==> config.mk <==
export PLATFORM = sky130hd
export DESIGN_NAME = ima_adpcm_block_decoder_unit
export DESIGN_NICKNAME = d
export VERILOG_FILES = /design/src/design/imabd_pkg.sv /design/src/design/imabd_nibble.sv /design/src/design/imabd_state.sv /design/src/design/ima_adpcm_block_decoder_unit.sv
export SDC_FILE = /design/constraint.sdc
export NUM_CORES = 1
export LEC_CHECK = 0
export BUFFER_PORTS_ARGS = -buffer_cell sky130_fd_sc_hd__buf_4
export CORE_ASPECT_RATIO = 0.6
export CORE_MARGIN = 1
export CORE_UTILIZATION = 38
export CTS_CLUSTER_DIAMETER = 30
export DETAILED_ROUTE_END_ITERATION = 10
export PLACE_DENSITY_LB_ADDON = 0.3
export REMOVE_ABC_BUFFERS = 1
export SYNTH_ARGS = -nofsm -noshare
export SYNTH_HDL_FRONTEND = slang
export SYNTH_SLANG_ARGS = --single-unit
==> constraint.sdc <==
create_clock -name clk -period 17.85 [get_ports clk]
set_clock_uncertainty 0.1 [all_clocks]
set_input_delay 0.8925 -clock clk [delete_from_list [all_inputs] [get_ports clk]]
set_output_delay 0.8925 -clock clk [all_outputs]
set_load 0.02 [all_outputs]
==> src/design/imabd_pkg.sv <==
`timescale 1ns / 1ps
// shared constants, types and tables for the ima adpcm block decoder
package imabd_pkg;

  localparam int unsigned FRAME_W      = 14;
  localparam int unsigned COUNT_W      = 13;
  localparam int unsigned STEP_POS_W   = 7;
  localparam int unsigned STEP_W       = 15;
  localparam int unsigned SAMPLE_W     = 16;

  localparam logic [STEP_POS_W-1:0] MAX_STEP_POS = 7'd88;
  localparam logic [FRAME_W-1:0]    MIN_FRAME    = 14'd2;
  localparam logic [FRAME_W-1:0]    MAX_FRAME    = 14'd8192;
  localparam logic [FRAME_W-1:0]    FRAME_RESET  = 14'd1017;

  localparam logic [STEP_W-1:0] STEP_TABLE [0:88] = '{
    15'd7,     15'd8,     15'd9,     15'd10,    15'd11,    15'd12,    15'd13,
    15'd14,    15'd16,    15'd17,    15'd19,    15'd21,    15'd23,    15'd25,
    15'd28,    15'd31,    15'd34,    15'd37,    15'd41,    15'd45,    15'd50,
    15'd55,    15'd60,    15'd66,    15'd73,    15'd80,    15'd88,    15'd97,
    15'd107,   15'd118,   15'd130,   15'd143,   15'd157,   15'd173,   15'd190,
    15'd209,   15'd230,   15'd253,   15'd279,   15'd307,   15'd337,   15'd371,
    15'd408,   15'd449,   15'd494,   15'd544,   15'd598,   15'd658,   15'd724,
    15'd796,   15'd876,   15'd963,   15'd1060,  15'd1166,  15'd1282,  15'd1411,
    15'd1552,  15'd1707,  15'd1878,  15'd2066,  15'd2272,  15'd2499,  15'd2749,
    15'd3024,  15'd3327,  15'd3660,  15'd4026,  15'd4428,  15'd4871,  15'd5358,
    15'd5894,  15'd6484,  15'd7132,  15'd7845,  15'd8630,  15'd9493,  15'd10442,
    15'd11487, 15'd12635, 15'd13899, 15'd15289, 15'd16818, 15'd18500, 15'd20350,
    15'd22385, 15'd24623, 15'd27086, 15'd29794, 15'd32767
  };

  // what one step of the decoder does with the byte in the input register
  typedef struct packed {
    logic emit;         // a sample goes to the output register
    logic from_header;  // that sample is the header's initial sample
    logic last;         // final sample for this byte
    logic consume;      // the byte is finished with
  } step_info_t;

  function automatic logic [STEP_W-1:0] step_size(input logic [STEP_POS_W-1:0] pos);
    logic [STEP_W-1:0] s;
    if (pos > MAX_STEP_POS) begin
      s = STEP_TABLE[MAX_STEP_POS];
    end else begin
      s = STEP_TABLE[pos];
    end
    return s;
  endfunction

  function automatic logic signed [4:0] index_adjust(input logic [2:0] mag);
    logic signed [4:0] a;
    case (mag)
      3'd4:    a = 5'sd2;
      3'd5:    a = 5'sd4;
      3'd6:    a = 5'sd6;
      3'd7:    a = 5'sd8;
      default: a = -5'sd1;
    endcase
    return a;
  endfunction

endpackage

==> src/design/imabd_nibble.sv <==
`timescale 1ns / 1ps
// one ima adpcm nibble decode: predictor and step index update with saturation
module imabd_nibble (
  input  logic signed [imabd_pkg::SAMPLE_W-1:0]   pred_i,
  input  logic        [imabd_pkg::STEP_POS_W-1:0] step_pos_i,
  input  logic        [3:0]                       code_i,
  output logic signed [imabd_pkg::SAMPLE_W-1:0]   pred_o,
  output logic        [imabd_pkg::STEP_POS_W-1:0] step_pos_o
);

  logic        [imabd_pkg::STEP_W-1:0] step;
  logic        [16:0]                  diff;
  logic signed [17:0]                  pred_ext;
  logic signed [17:0]                  sum;
  logic signed [4:0]                   adj;
  logic signed [8:0]                   pos_sum;

  always_comb begin
    step = imabd_pkg::step_size(step_pos_i);
    diff = {5'b0, step[14:3]}
         + (code_i[2] ? {2'b0, step}       : 17'd0)
         + (code_i[1] ? {3'b0, step[14:1]} : 17'd0)
         + (code_i[0] ? {4'b0, step[14:2]} : 17'd0);
    pred_ext = {{2{pred_i[15]}}, pred_i};
    if (code_i[3]) begin
      sum = pred_ext - $signed({1'b0, diff});
    end else begin
      sum = pred_ext + $signed({1'b0, diff});
    end
    if (sum > 18'sd32767) begin
      pred_o = 16'sh7FFF;
    end else if (sum < -18'sd32768) begin
      pred_o = 16'sh8000;
    end else begin
      pred_o = sum[15:0];
    end

    adj     = imabd_pkg::index_adjust(code_i[2:0]);
    pos_sum = $signed({2'b0, step_pos_i}) + $signed({{4{adj[4]}}, adj});
    if (pos_sum < 9'sd0) begin
      step_pos_o = '0;
    end else if (pos_sum > $signed({2'b0, imabd_pkg::MAX_STEP_POS})) begin
      step_pos_o = imabd_pkg::MAX_STEP_POS;
    end else begin
      step_pos_o = pos_sum[6:0];
    end
  end

endmodule

==> src/design/imabd_state.sv <==
`timescale 1ns / 1ps
// frame and header tracking, decoder state and frame length register
module imabd_state (
  input  logic                                  clk,
  input  logic                                  rst_n,
  input  logic                                  cfg_wr_en,
  input  logic [imabd_pkg::FRAME_W-1:0]         cfg_wr_data,
  input  logic                                  fire,
  input  logic [7:0]                            code_byte,
  input  logic                                  nib_hi,
  output imabd_pkg::step_info_t                 info,
  output logic signed [imabd_pkg::SAMPLE_W-1:0] sample
);

  typedef enum logic [1:0] {
    HDR_LO,
    HDR_HI,
    HDR_STEP,
    HDR_RSVD
  } hdr_pos_t;

  logic [imabd_pkg::FRAME_W-1:0]         frame_samples_r;
  hdr_pos_t                              hdr_pos_r, hdr_pos_nxt;
  logic [7:0]                            hdr_low_r, hdr_low_nxt;
  logic signed [imabd_pkg::SAMPLE_W-1:0] pred_r, pred_nxt;
  logic [imabd_pkg::STEP_POS_W-1:0]      step_pos_r, step_pos_nxt;
  logic [imabd_pkg::COUNT_W-1:0]         samples_left_r, samples_left_nxt;

  logic [3:0]                            nibble;
  logic signed [imabd_pkg::SAMPLE_W-1:0] nib_pred;
  logic [imabd_pkg::STEP_POS_W-1:0]      nib_pos;
  logic [imabd_pkg::COUNT_W-1:0]         sl_dec;
  logic [imabd_pkg::FRAME_W-1:0]         fs_use;
  logic [imabd_pkg::FRAME_W-1:0]         fs_less_one;
  logic                                  in_header;

  assign nibble = nib_hi ? code_byte[7:4] : code_byte[3:0];

  imabd_nibble u_nibble (
    .pred_i     (pred_r),
    .step_pos_i (step_pos_r),
    .code_i     (nibble),
    .pred_o     (nib_pred),
    .step_pos_o (nib_pos)
  );

  always_comb begin
    sl_dec    = samples_left_r - 13'd1;
    in_header = (samples_left_r == '0);
    if (frame_samples_r < imabd_pkg::MIN_FRAME) begin
      fs_use = imabd_pkg::MIN_FRAME;
    end else if (frame_samples_r > imabd_pkg::MAX_FRAME) begin
      fs_use = imabd_pkg::MAX_FRAME;
    end else begin
      fs_use = frame_samples_r;
    end
    fs_less_one = fs_use - 14'd1;

    hdr_pos_nxt      = hdr_pos_r;
    hdr_low_nxt      = hdr_low_r;
    pred_nxt         = pred_r;
    step_pos_nxt     = step_pos_r;
    samples_left_nxt = samples_left_r;

    if (in_header) begin
      info.emit        = (hdr_pos_r == HDR_RSVD);
      info.from_header = 1'b1;
      info.last        = 1'b1;
      info.consume     = 1'b1;
      sample           = pred_r;
      case (hdr_pos_r)
        HDR_LO: begin
          hdr_low_nxt = code_byte;
          hdr_pos_nxt = HDR_HI;
        end
        HDR_HI: begin
          pred_nxt    = {code_byte, hdr_low_r};
          hdr_pos_nxt = HDR_STEP;
        end
        HDR_STEP: begin
          if (code_byte > {1'b0, imabd_pkg::MAX_STEP_POS}) begin
            step_pos_nxt = imabd_pkg::MAX_STEP_POS;
          end else begin
            step_pos_nxt = code_byte[6:0];
          end
          hdr_pos_nxt = HDR_RSVD;
        end
        default: begin
          // reserved byte ignored, frame count loaded
          samples_left_nxt = fs_less_one[imabd_pkg::COUNT_W-1:0];
          hdr_pos_nxt      = HDR_LO;
        end
      endcase
    end else begin
      info.emit        = 1'b1;
      info.from_header = 1'b0;
      info.last        = nib_hi || (sl_dec == '0);
      info.consume     = info.last;
      sample           = nib_pred;
      pred_nxt         = nib_pred;
      step_pos_nxt     = nib_pos;
      samples_left_nxt = sl_dec;
    end
  end

  always_ff @(posedge clk) begin
    if (!rst_n) begin
      frame_samples_r <= imabd_pkg::FRAME_RESET;
      hdr_pos_r       <= HDR_LO;
      hdr_low_r       <= '0;
      pred_r          <= '0;
      step_pos_r      <= '0;
      samples_left_r  <= '0;
    end else begin
      if (cfg_wr_en) begin
        frame_samples_r <= cfg_wr_data;
      end
      if (fire) begin
        hdr_pos_r      <= hdr_pos_nxt;
        hdr_low_r      <= hdr_low_nxt;
        pred_r         <= pred_nxt;
        step_pos_r     <= step_pos_nxt;
        samples_left_r <= samples_left_nxt;
      end
    end
  end

  // header clamps and nibble update both keep the index within the table
  a_step_pos_range: assert property (@(posedge clk) disable iff (!rst_n)
    step_pos_r <= imabd_pkg::MAX_STEP_POS)
    else $error("step index beyond table");

  // header sample comes only from the reserved byte and always ends its beat
  a_hdr_emit_last: assert property (@(posedge clk) disable iff (!rst_n)
    (info.emit && info.from_header) |-> (info.last && hdr_pos_r == HDR_RSVD))
    else $error("header sample outside reserved byte");

endmodule

==> src/design/ima_adpcm_block_decoder_unit.sv <==
`timescale 1ns / 1ps
// top level: input byte register, output sample register and handshakes
// Decodes an IMA ADPCM 4-bit block stream one byte per input beat. Each
// frame starts with four header bytes (initial sample low and high, step
// index, reserved); the reserved byte yields the initial sample, flagged
// from_header. Data bytes then yield one sample per nibble, low first, until
// the frame length in cfg_wr_data (clamped to 2..8192) is reached, after
// which a leftover high nibble is dropped. One nibble is decoded per clock
// unless a sample is held in a stalled output register, through a single
// decode unit sitting between the input register and the output register;
// a data byte that yields two samples passes it low nibble first, then high.
// The output register lets the next byte be taken while a sample waits.
module ima_adpcm_block_decoder_unit (
  input  logic                                  clk,
  input  logic                                  rst_n,
  input  logic                                  cfg_wr_en,
  input  logic [imabd_pkg::FRAME_W-1:0]         cfg_wr_data,
  input  logic                                  in_valid,
  output logic                                  in_stall,
  input  logic [7:0]                            in_compressed_byte,
  output logic                                  out_valid,
  input  logic                                  out_stall,
  output logic signed [imabd_pkg::SAMPLE_W-1:0] out_pcm_sample,
  output logic                                  out_from_header,
  output logic                                  out_last_of_item
);

  logic                                  in_vld_r;
  logic [7:0]                            in_byte_r;
  logic                                  nib_hi_r;
  logic                                  out_valid_r;
  logic signed [imabd_pkg::SAMPLE_W-1:0] out_sample_r;
  logic                                  out_hdr_r;
  logic                                  out_last_r;

  imabd_pkg::step_info_t                 info;
  logic signed [imabd_pkg::SAMPLE_W-1:0] sample;
  logic                                  out_free;
  logic                                  fire;
  logic                                  pop;
  logic                                  in_acc;

  imabd_state u_state (
    .clk         (clk),
    .rst_n       (rst_n),
    .cfg_wr_en   (cfg_wr_en),
    .cfg_wr_data (cfg_wr_data),
    .fire        (fire),
    .code_byte   (in_byte_r),
    .nib_hi      (nib_hi_r),
    .info        (info),
    .sample      (sample)
  );

  assign out_free = !out_valid_r || !out_stall;
  // header bytes with no sample move on regardless of the output side
  assign fire     = in_vld_r && (!info.emit || out_free);
  assign pop      = fire && info.consume;
  assign in_stall = in_vld_r && !pop;
  assign in_acc   = in_valid && !in_stall;

  always_ff @(posedge clk) begin
    if (!rst_n) begin
      in_vld_r    <= 1'b0;
      nib_hi_r    <= 1'b0;
      out_valid_r <= 1'b0;
    end else begin
      if (in_acc) begin
        in_vld_r  <= 1'b1;
        in_byte_r <= in_compressed_byte;
        nib_hi_r  <= 1'b0;
      end else if (pop) begin
        in_vld_r <= 1'b0;
        nib_hi_r <= 1'b0;
      end else if (fire) begin
        nib_hi_r <= 1'b1;
      end

      if (fire && info.emit) begin
        out_valid_r  <= 1'b1;
        out_sample_r <= sample;
        out_hdr_r    <= info.from_header;
        out_last_r   <= info.last;
      end else if (!out_stall) begin
        out_valid_r <= 1'b0;
      end
    end
  end

  assign out_valid        = out_valid_r;
  assign out_pcm_sample   = out_sample_r;
  assign out_from_header  = out_hdr_r;
  assign out_last_of_item = out_last_r;

  a_hi_needs_byte: assert property (@(posedge clk) disable iff (!rst_n)
    nib_hi_r |-> in_vld_r)
    else $error("high nibble pending with empty input register");

  // a sample that is not the last of its byte leaves the high nibble pending
  a_low_then_high: assert property (@(posedge clk) disable iff (!rst_n)
    (fire && info.emit && !info.last) |=> (nib_hi_r && in_vld_r))
    else $error("high nibble lost after low nibble");

  a_high_pops: assert property (@(posedge clk) disable iff (!rst_n)
    (fire && nib_hi_r) |-> (pop && info.last))
    else $error("byte kept after high nibble");

endmodule
### Yosys cells after proc, flatten, opt, wreduce, memory -nomap -nowiden

Memory sizes are Yosys's and may differ from the RTL's.
Index checks and enable logic that the tools add are counted.

* bits in registers: 89
* bits in read-only memories: 1920
* input bits: 27
* output and inout port bits: 20
* word-level logic and storage cells: 99
* memories kept: 1

* $add $sub $neg: 8
* order comparisons: 9
* equality and inequality tests: 11
* mux-type cells: 29
* bitwise gates (word level): 2
* reduce and logical (&&, ||, !) cells: 26

Memories
* (no name shown): depth 128, bits a word 15, rd ports 1, clocked after Yosys merged registers in 0, write ports 0, line imabd_pkg.sv:45 `s = STEP_TABLE[pos];`

Operators with widths (count)
* $mux 16: 5
* $mux 13: 5
* $mux 15: 4
* $mux 7: 5
* $logic_not 13->1: 2
* $sub 13x1->13 const B: 2
* $pmux 5 s4: 1
* $add 16x18->18: 1
* $gt 18x16->1 const B: 1
* $lt 18x16->1 const B: 1
* $mux 18: 1
* $sub 16x18->18: 1
* $add 16x14->17: 1
* $add 17x13->17: 1
* $add 12x15->16: 1
* $gt 14x14->1 const B: 1
* $lt 14x2->1 const B: 1
* $mux 14: 1
* $eq 3x3->1 const B: 4
* $reduce_and 2->1: 6
* $add 8x5->9: 1
* $gt 9x8->1 const B: 1
* $lt 9x1->1 const B: 1
* $ge 8x8->1 const B: 1
* other kinds (18): 36

### Depth between registers and ports, before layout

Gate-level depths: netlist of run 1.

* depth after elaboration: 15
* depth in mapped cells: 39
* mapped depth without buffers: 36

### Hierarchy

From an unflattened synthesis of run 1, not the netlist that was laid out.

* cells, all modules: 1209
* area total of the unflattened synthesis: 9241.4 um2

Modules (own cells, without submodules)
* imabd_nibble: times used 1, cells each 713, area an instance 4843.4 um2, sequential area each 0.0 um2
* imabd_state: times used 1, cells each 454, area an instance 3464.6 um2, sequential area each 1201.2 um2
* ima_adpcm_block_decoder_unit: times used 1, cells each 42, area an instance 933.4 um2, sequential area each 840.8 um2

### Worst setup path after synthesis of run 1

No wires, ideal clock.

* kind: flip-flop to flip-flop
* start point: reg u_state.step_pos_r[1] (netlist name)
* end point: reg u_state.pred_r[4] (netlist name)
* library setup time: 0.074 ns
* data arrival time: 8.983 ns
* required time: 17.676 ns
* path slack: 8.694 ns
* stages on the path, launching flop included: 38
* buffers on the path: 4
* period minus slack after synthesis: 9.156 ns
* path through: dfxtp_1 > clkbuf_1 > inv_1 > ha_1 > clkbuf_1 > nor2b_1 > nor3_1 > a31oi_1 > mux4_2 > o21ai_0 > a21oi_1 > fa_1 > inv_1 > fa_1 > inv_1 > ha_1 > fa_1 > a21o_1 > [... 2 more ...] > or2_2 > nor4b_1 > a41oi_1 > xnor2_1 > ha_1 > clkbuf_1 > a211oi_1 > nor2_1 > or3_1 > o311ai_2 > o21ai_1 > xnor2_1 > and2_1 > a211o_1 > nor3_4 > nor2_2 > buf_6 > a31oi_4

* cells in the longest elaborated chain, start to end: 15
* elaborated cells between the ends (all ways): 20
* classes of those cells: add/sub: 5; order compare: 3; mux: 10; bitwise: 1; memory: 1

Ends and longest elaborated chain
* start, declared: line imabd_state.sv:26 `logic [imabd_pkg::STEP_POS_W-1:0] step_pos_r, step_pos_nxt;`
* start signal, assigned: line imabd_state.sv:122 `step_pos_r <= step_pos_nxt;`
* $not 7->8 (not written as such): line imabd_pkg.sv:45
* $mem_v2 128x15
* $mux 15 (not written as such) (2 in a row): line imabd_pkg.sv:45
* $mux 15 *: line imabd_pkg.sv:42 `if (pos > MAX_STEP_POS) begin`
* $mux 15: line imabd_nibble.sv:21 `+ (code_i[2] ? {2'b0, step} : 17'd0)`
* $add 12x15->16: line imabd_nibble.sv:21
* $add 16x14->17: line imabd_nibble.sv:22 `+ (code_i[1] ? {3'b0, step[14:1]} : 17'd0)`
* $add 17x13->17 *: line imabd_nibble.sv:23 `+ (code_i[0] ? {4'b0, step[14:2]} : 17'd0);`
* $add 16x18->18 or $sub 16x18->18 (tied branches): line imabd_nibble.sv:28, imabd_nibble.sv:26
* $mux 18 *: line imabd_nibble.sv:25 `if (code_i[3]) begin`
* $lt 18x16->1: line imabd_nibble.sv:32 `end else if (sum < -18'sd32768) begin`
* $mux 16: line imabd_nibble.sv:32
* $mux 16 *: line imabd_nibble.sv:30 `if (sum > 18'sd32767) begin`
* $mux 16 *: line imabd_state.sv:65 `if (in_header) begin`
* end signal, assigned: line imabd_state.sv:121 `pred_r <= pred_nxt;`
* end, declared: line imabd_state.sv:25 `logic signed [imabd_pkg::SAMPLE_W-1:0] pred_r, pred_nxt;`

Mark *: on every way between the ends. The rest lies on a longest branch, timed or not. The select of a mux whose other input is x is not followed.
A chain may end at the register's enable or synchronous reset.

### Final worst setup path of run 1

* start point: reg u_state.step_pos_r[3] (netlist name)
* end point: reg u_state.pred_r[3] (netlist name)

The elaborated chain is that of the path after synthesis.

==> flow_metrics.py, run 1 <==
metrics = {
    "job": {
        "cap_violations": 0,
    },
    "drt": {
        "routedWlPerCell_um": 17.2,
        "drtPass1Iterations": 6,
        "drt-total-wl_um": 26300,
        "ant_nets": 0,
        "num_vias": 8938,
        "drc_errors": 0,
        "drt-vias-per-instance": 5.86,
        "drt_iter0_drc": 1140,
    },
    "floorplanning": {
        "fp.dieW_um": 204,
        "dieArea_um2": 25200,
        "die_h_um": 123,
        "coreArea_um2": 23600,
        "pin_count": 47,
        "initial_core_util": 0.395,
        "row_count": 43,
    },
    "synthesis": {
        "synth-main-ff-cell": "dfxtp_1",
        "yosysTopAreaCell": "dfxtp_1",
        "synth_edf_count": 26,
        "synth_area_leaders": "dfxtp_1 (14%), ha_1 (8.7%), edfxtp_1 (8.4%), a21oi_1 (6.1%), fa_1 (5.8%)",
        "yosys_warnings": 0,
        "synth.avg_cell_area_um2": 7.73,
        "synth_seq_cells": 89,
        "synth_top_area_frac": 0.135,
        "synth.cell_area_um2": 9310,
        "ys_types": 80,
        "seq_area_frac_synth": 0.219,
        "synthCells": 1205,
        "synthArstFlopShare": 0,
    },
    "layout": {
        "fin_util": 0.432,
        "drive_gt1_frac": 0.0959,
        "fillers": 2366,
        "area_growth_pct": 9.29,
        "diodes": 0,
        "layout.nets": 1323,
        "stdcell_count": 1524,
    },
    "setup_path": {
        "crit_fanout": 51,
        "worst-path-buf-inv": 4,
        "crit_family": "compound AO/OA/AOI/OAI gates",
        "criticalPathCategory": "register to register",
        "cp_slowest_cell": "nor2_2",
        "startpoint_type": "register",
        "cp.arrival_ns": 10.77,
        "cp-end-kind": "register",
        "max_stage_delay_ns": 0.96,
        "required_ns": 17.92,
    },
    "clock_network": {
        "numCtsBuffers": 9,
        "clkSinkCount": 89,
        "cts.path.max_buffers": 2,
        "clock-root-buffer": "clkbuf_16",
        "cts_setup_buffers": 0,
        "path_clk_slew_ns": 0.06,
        "cts_max_level": 3,
        "clock_latency_ns": 0.34,
        "cts_resized": 0,
        "hold_buffers": 0,
        "cts_tree": "built",
    },
    "timing": {
        "tightest_slew_ns": 1.19,
        "fmax_mhz": 93.5,
        "fin_crit_ns": 10.69,
        "drv_slew": 0,
        "setup_viol": 0,
        "setup_ws_ns": 7.16,
        "hold_violations": 0,
        "finalCritPeriodShare": 0.599,
        "tns_ns": 0,
        "relSlewSlack": 0.208,
        "rsz0062_at_grt": "false",
    },
    "placement": {
        "portBuffers": 46,
        "hpwl_um": 20000,
        "dp_worst_setup_slack_ns": 7.32,
        "gp_congestion": 0.997,
        "dp_cells": 1508,
    },
    "grt": {
        "grt-ovfl-total": 0,
        "grt_pass1_vias": 7985,
        "grt_max_degree": 70,
        "grt_antenna_before_repair": 0,
        "grt_pass1_wl_um": 42600,
        "grt_use_total": 0.212,
    },
    "worst_hold_path": {
        "min-delay-path-class": "register to register",
    },
    "outcome": {
        "status": "finished, final reports clean",
    },
}
==> synth_stat cells, types with 4 or more instances <==
cell	number
a31oi_4	10
o21ai_1	5
a21oi_1	113
o211ai_1	13
nor3b_1	4
o21ai_0	103
nand3_1	23
nor3_1	28
nor2_1	110
mux2i_1	32
nand2_1	128
a22oi_1	6
edfxtp_1	26
o22ai_1	6
nand2b_1	10
nand4_1	6
o21bai_1	7
inv_1	71
xnor2_1	32
ha_1	65
a21boi_0	11
dfxtp_1	63
o31ai_1	4
and2_1	6
or2_2	10
a21o_1	23
buf_1	6
fa_1	27
a211o_1	4
nor2b_1	31
a31o_2	4
a31oi_1	28
a311oi_1	4
nor4_1	5
xor2_1	15
o21a_1	13
clkbuf_1	59
a211oi_1	22
nor4b_1	4
==> path summary, 6_finish.rpt <==
check / start / endpoint / slack, ns / cells after the start
worst max-delay path: u_state.step_pos_r[3] / u_state.pred_r[3] / 7.16 / 34
worst min register to register: u_state.hdr_low_r[5] / u_state.hdr_low_r[5] / 0.38 / 2
worst min-delay path: u_state.hdr_low_r[5] / u_state.hdr_low_r[5] / 0.38 / 2
worst max register to register: u_state.step_pos_r[3] / u_state.pred_r[3] / 7.16 / 34
==> worst reg2reg max path: cells and delay by family, from the launching register on <==
kind | cells | cell delay, ns
adder cells (fa/ha/maj) | 5 | 2.05
multiplexers | 1 | 0.45
buffers and inverters | 4 | 1.15
AND/OR/NAND/NOR | 8 | 2.86
XOR/XNOR | 3 | 0.49
flip-flops | 1 | 0.30
AO/OA/AOI/OAI | 13 | 3.14
==> cells in the final DEF, fill, tap and decap left out, drive strengths merged, types with 15 or more instances in the layout <==
cell type | netlist | layout
edfxtp | 26 | 26
ha | 65 | 65
a21o | 24 | 24
nor3 | 29 | 29
a21oi | 114 | 114
a211oi | 22 | 22
mux2i | 32 | 32
dfxtp | 63 | 63
nor2 | 111 | 111
inv | 71 | 71
fa | 27 | 27
nand3 | 23 | 23
nor2b | 31 | 31
a31oi | 38 | 38
buf | 11 | 58
nand2 | 128 | 128
o21ai | 108 | 108
xor2 | 15 | 15
xnor2 | 32 | 32
==> stage by stage <==
| step | instance area [um2] | hold WS, ns |
|---|---|---|
| floorplan | 9030 | 0.344 |
| global placement | 9860 | 0.356 |
| detailed placement | 9860 | 0.383 |
| CTS | 10200 | 0.392 |
| global route | 10200 | 0.400 |
| finish | 10200 | 0.383 |
==> state kept, by name, indices dropped and copies added, names as in the netlist <==
| name | flops |
|---|---|
| u_state.frame_samples_r | 14 |
| in_vld_r | 1 |
| u_state.hdr_low_r | 8 |
| in_byte_r | 8 |
| u_state.step_pos_r | 7 |
| out_last_of_item | 1 |
| out_valid | 1 |
| out_pcm_sample | 16 |
| u_state.pred_r | 16 |
| out_from_header | 1 |
| u_state.samples_left_r | 13 |
| nib_hi_r | 1 |
| u_state.hdr_pos_r | 2 |
==> layout make-up <==
class                      instances  area [um2]  share of cell area
clock buffer                      10         229              0.0225
tap                              315         394              0.0387
multi-input combinational        973        6720               0.660
timing repair buffer              58         435              0.0428
inverter                          73         274              0.0269
clock inverter                     6        82.6             0.00812
sequential                        89        2040               0.201
==> metal layers <==
layer	wire length, um	track usage	part of all wire	vias up
li1	-	-	-	4322
met1	14100	0.351	0.54	4232
met2	9480	0.271	0.36	365
met3	2480	0.0409	0.094	19
met4	186	0.0354	0.0071	0
met5	0	0	0	-
==> logic make-up (layout without fill, tap and decap cells) <==
| group | after synthesis | in the layout | share of synthesized area |
|---|---|---|---|
| muxes | 37 | 37 | 0.0429 |
| adders and majority gates | 92 | 92 | 0.145 |
| AOI/OAI and AO/OA | 413 | 413 | 0.295 |
| and+or+nand+nor | 384 | 384 | 0.194 |
| DFF | 89 | 89 | 0.219 |
| xor gates and xnor gates | 47 | 47 | 0.0442 |
| buffers and inverters | 143 | 147 | 0.0597 |
Power of run 1 is left out: the tool's default activity adds up to more than one toggle a clock period on the data nets, which glitch-free logic cannot reach.
==> run 2, diff against run 1 <==
clock period = 9.4 ns   (was 17.85 ns; I/O delays follow)
==> run 2 against run 1 <==
Clock-buffer cell count fell by 1. Non-clock buffer count increased by 44. Sequential share of layout area down 0.81 points. Hold slack worse by 0.18 ns. Critical path depth rose by 4. Setup slack worse by 6.7 ns. Sequential cell count unchanged. Cell area increased by 4.2%.
==> flow_metrics.py, run 2 (synthesis results as in run 1) <==
metrics = {
    "setup_path": {
        "reg2reg_from": "u_state.step_pos_r[1]",
        "startpoint_type": "register",
        "cp_slowest_cell": "or3b_2",
        "ff2ff_setup_slack_ns": 0.49,
        "crit_fanout": 8,
        "worstSetupEndpoint": "out_pcm_sample[5]",
        "required_ns": 9.51,
        "crit_start": "u_state.step_pos_r[1]",
        "criticalPathCategory": "register to register",
        "cp-end-kind": "register",
        "reg2reg_depth": 38,
        "max_stage_delay_ns": 0.50,
        "cp.arrival_ns": 9.02,
        "r2r-end": "out_pcm_sample[5]",
    },
    "timing": {
        "tightest_slew_ns": 1.10,
        "setup_viol": 0,
        "fmax_mhz": 112,
        "drv_slew": 0,
        "relSlewSlack": 0.266,
        "fin_crit_ns": 8.91,
        "finalCritPeriodShare": 0.948,
        "setup_ws_ns": 0.490,
        "whs_ns": 0.202,
        "hold_violations": 0,
    },
    "outcome": {
        "status": "finished, final reports clean",
    },
    "layout": {
        "final_cell_mix": "nand2_1 (128), a21oi_1 (113), nor2_1 (109)",
        "area_growth_pct": 13.9,
        "final_common_cell": "nand2_1",
        "diodes": 0,
        "stdcell_count": 1568,
        "drive_gt1_frac": 0.132,
        "layout.nets": 1367,
    },
    "clock_network": {
        "numCtsBuffers": 9,
        "clock_latency_ns": 0.35,
        "hold_buffers": 0,
        "cts.path.max_buffers": 2,
        "clkSinkCount": 89,
        "cts_max_level": 3,
        "path_clk_slew_ns": 0.06,
        "cts_tree": "built",
        "clock-root-buffer": "clkbuf_16",
    },
    "grt": {
        "grt_use_total": 0.223,
        "grt_antenna_before_repair": 0,
        "grt_pass1_vias": 8235,
        "grt-ovfl-total": 0,
        "grt_pass1_wl_um": 44600,
        "grt_max_degree": 66,
    },
    "job": {
        "cap_violations": 0,
    },
    "drt": {
        "drc_errors": 0,
        "drt_iter0_drc": 1004,
        "drt-total-wl_um": 27400,
        "drt-vias-per-instance": 5.82,
        "num_vias": 9123,
        "ant_nets": 0,
        "drtPass1Iterations": 5,
        "routedWlPerCell_um": 17.5,
    },
    "floorplanning": {
        "fp.dieW_um": 204,
        "initial_core_util": 0.395,
        "coreArea_um2": 23600,
        "pin_count": 47,
        "row_count": 43,
        "die_h_um": 123,
        "dieArea_um2": 25200,
    },
    "placement": {
        "dp_cells": 1544,
        "gp_congestion": 0.955,
        "portBuffers": 46,
        "dp_worst_setup_slack_ns": -0.186,
        "hpwl_um": 21000,
    },
    "worst_hold_path": {
        "min_from": "in_compressed_byte[1]",
        "min-delay-path-class": "primary input to register",
    },
}
[run 2: metrics by stage]
stage	TNS, ns	utilization	cell area, um2
after floorplan	-12.31	-	9030
after global placement	0	0.432	10200
after detailed placement	-1.56	0.432	10200
after CTS	0	0.445	10500
after global routing	-0.00523	0.450	10600
final	0	0.450	10600
[run 2: what timing repair did]
item / CTS / global route
endpoints found under the setup margin: 13 / 32
setup buffers: 0 / 8
pin swaps: 0 / 3
hold endpoints to repair: 0 / 0
resized for setup: 1 / 8
[run 2: per-layer routing]
layer  vias to the layer above  track usage  wire length, um
li1                       4432            -                -
met1                      4291        0.371            14700
met2                       380        0.285            10000
met3                        20       0.0395             2490
met4                         0       0.0401              170
met5                         -            0                0
[run 2: area by class of cell]
type                       instances  area (um2)
sequential                        89        2040
multi-input combinational        973        6760
clock inverter                     7        93.8
inverter                          73         274
timing repair buffer             102         816
tap                              315         394
fill                            2342       13000
clock buffer                       9         225
[run 2: worst min path at each step]
stage          slack (ns)                    to  cells after the start
2_1_floorplan        0.34  u_state.hdr_low_r[5]                      2
3_3_place_gp         0.36  u_state.hdr_low_r[5]                      2
3_5_place_dp         0.37     u_state.pred_r[3]                      2
4_1_cts              0.19          in_byte_r[5]                      1
5_1_grt              0.19          in_byte_r[0]                      1
6_report             0.20          in_byte_r[1]                      1
[run 2: worst max-delay path, delay by kind of cell (launching register included)]
kind                       cells  cell delay (ns)
AOI/OAI and AO/OA             12             2.64
and+or+nand+nor               12             2.44
adders and majority gates      5             1.95
buffers and inverters          6             0.93
xor gates and xnor gates       3             0.36
DFF                            1             0.33
Power of run 2 is left out for the same reason.
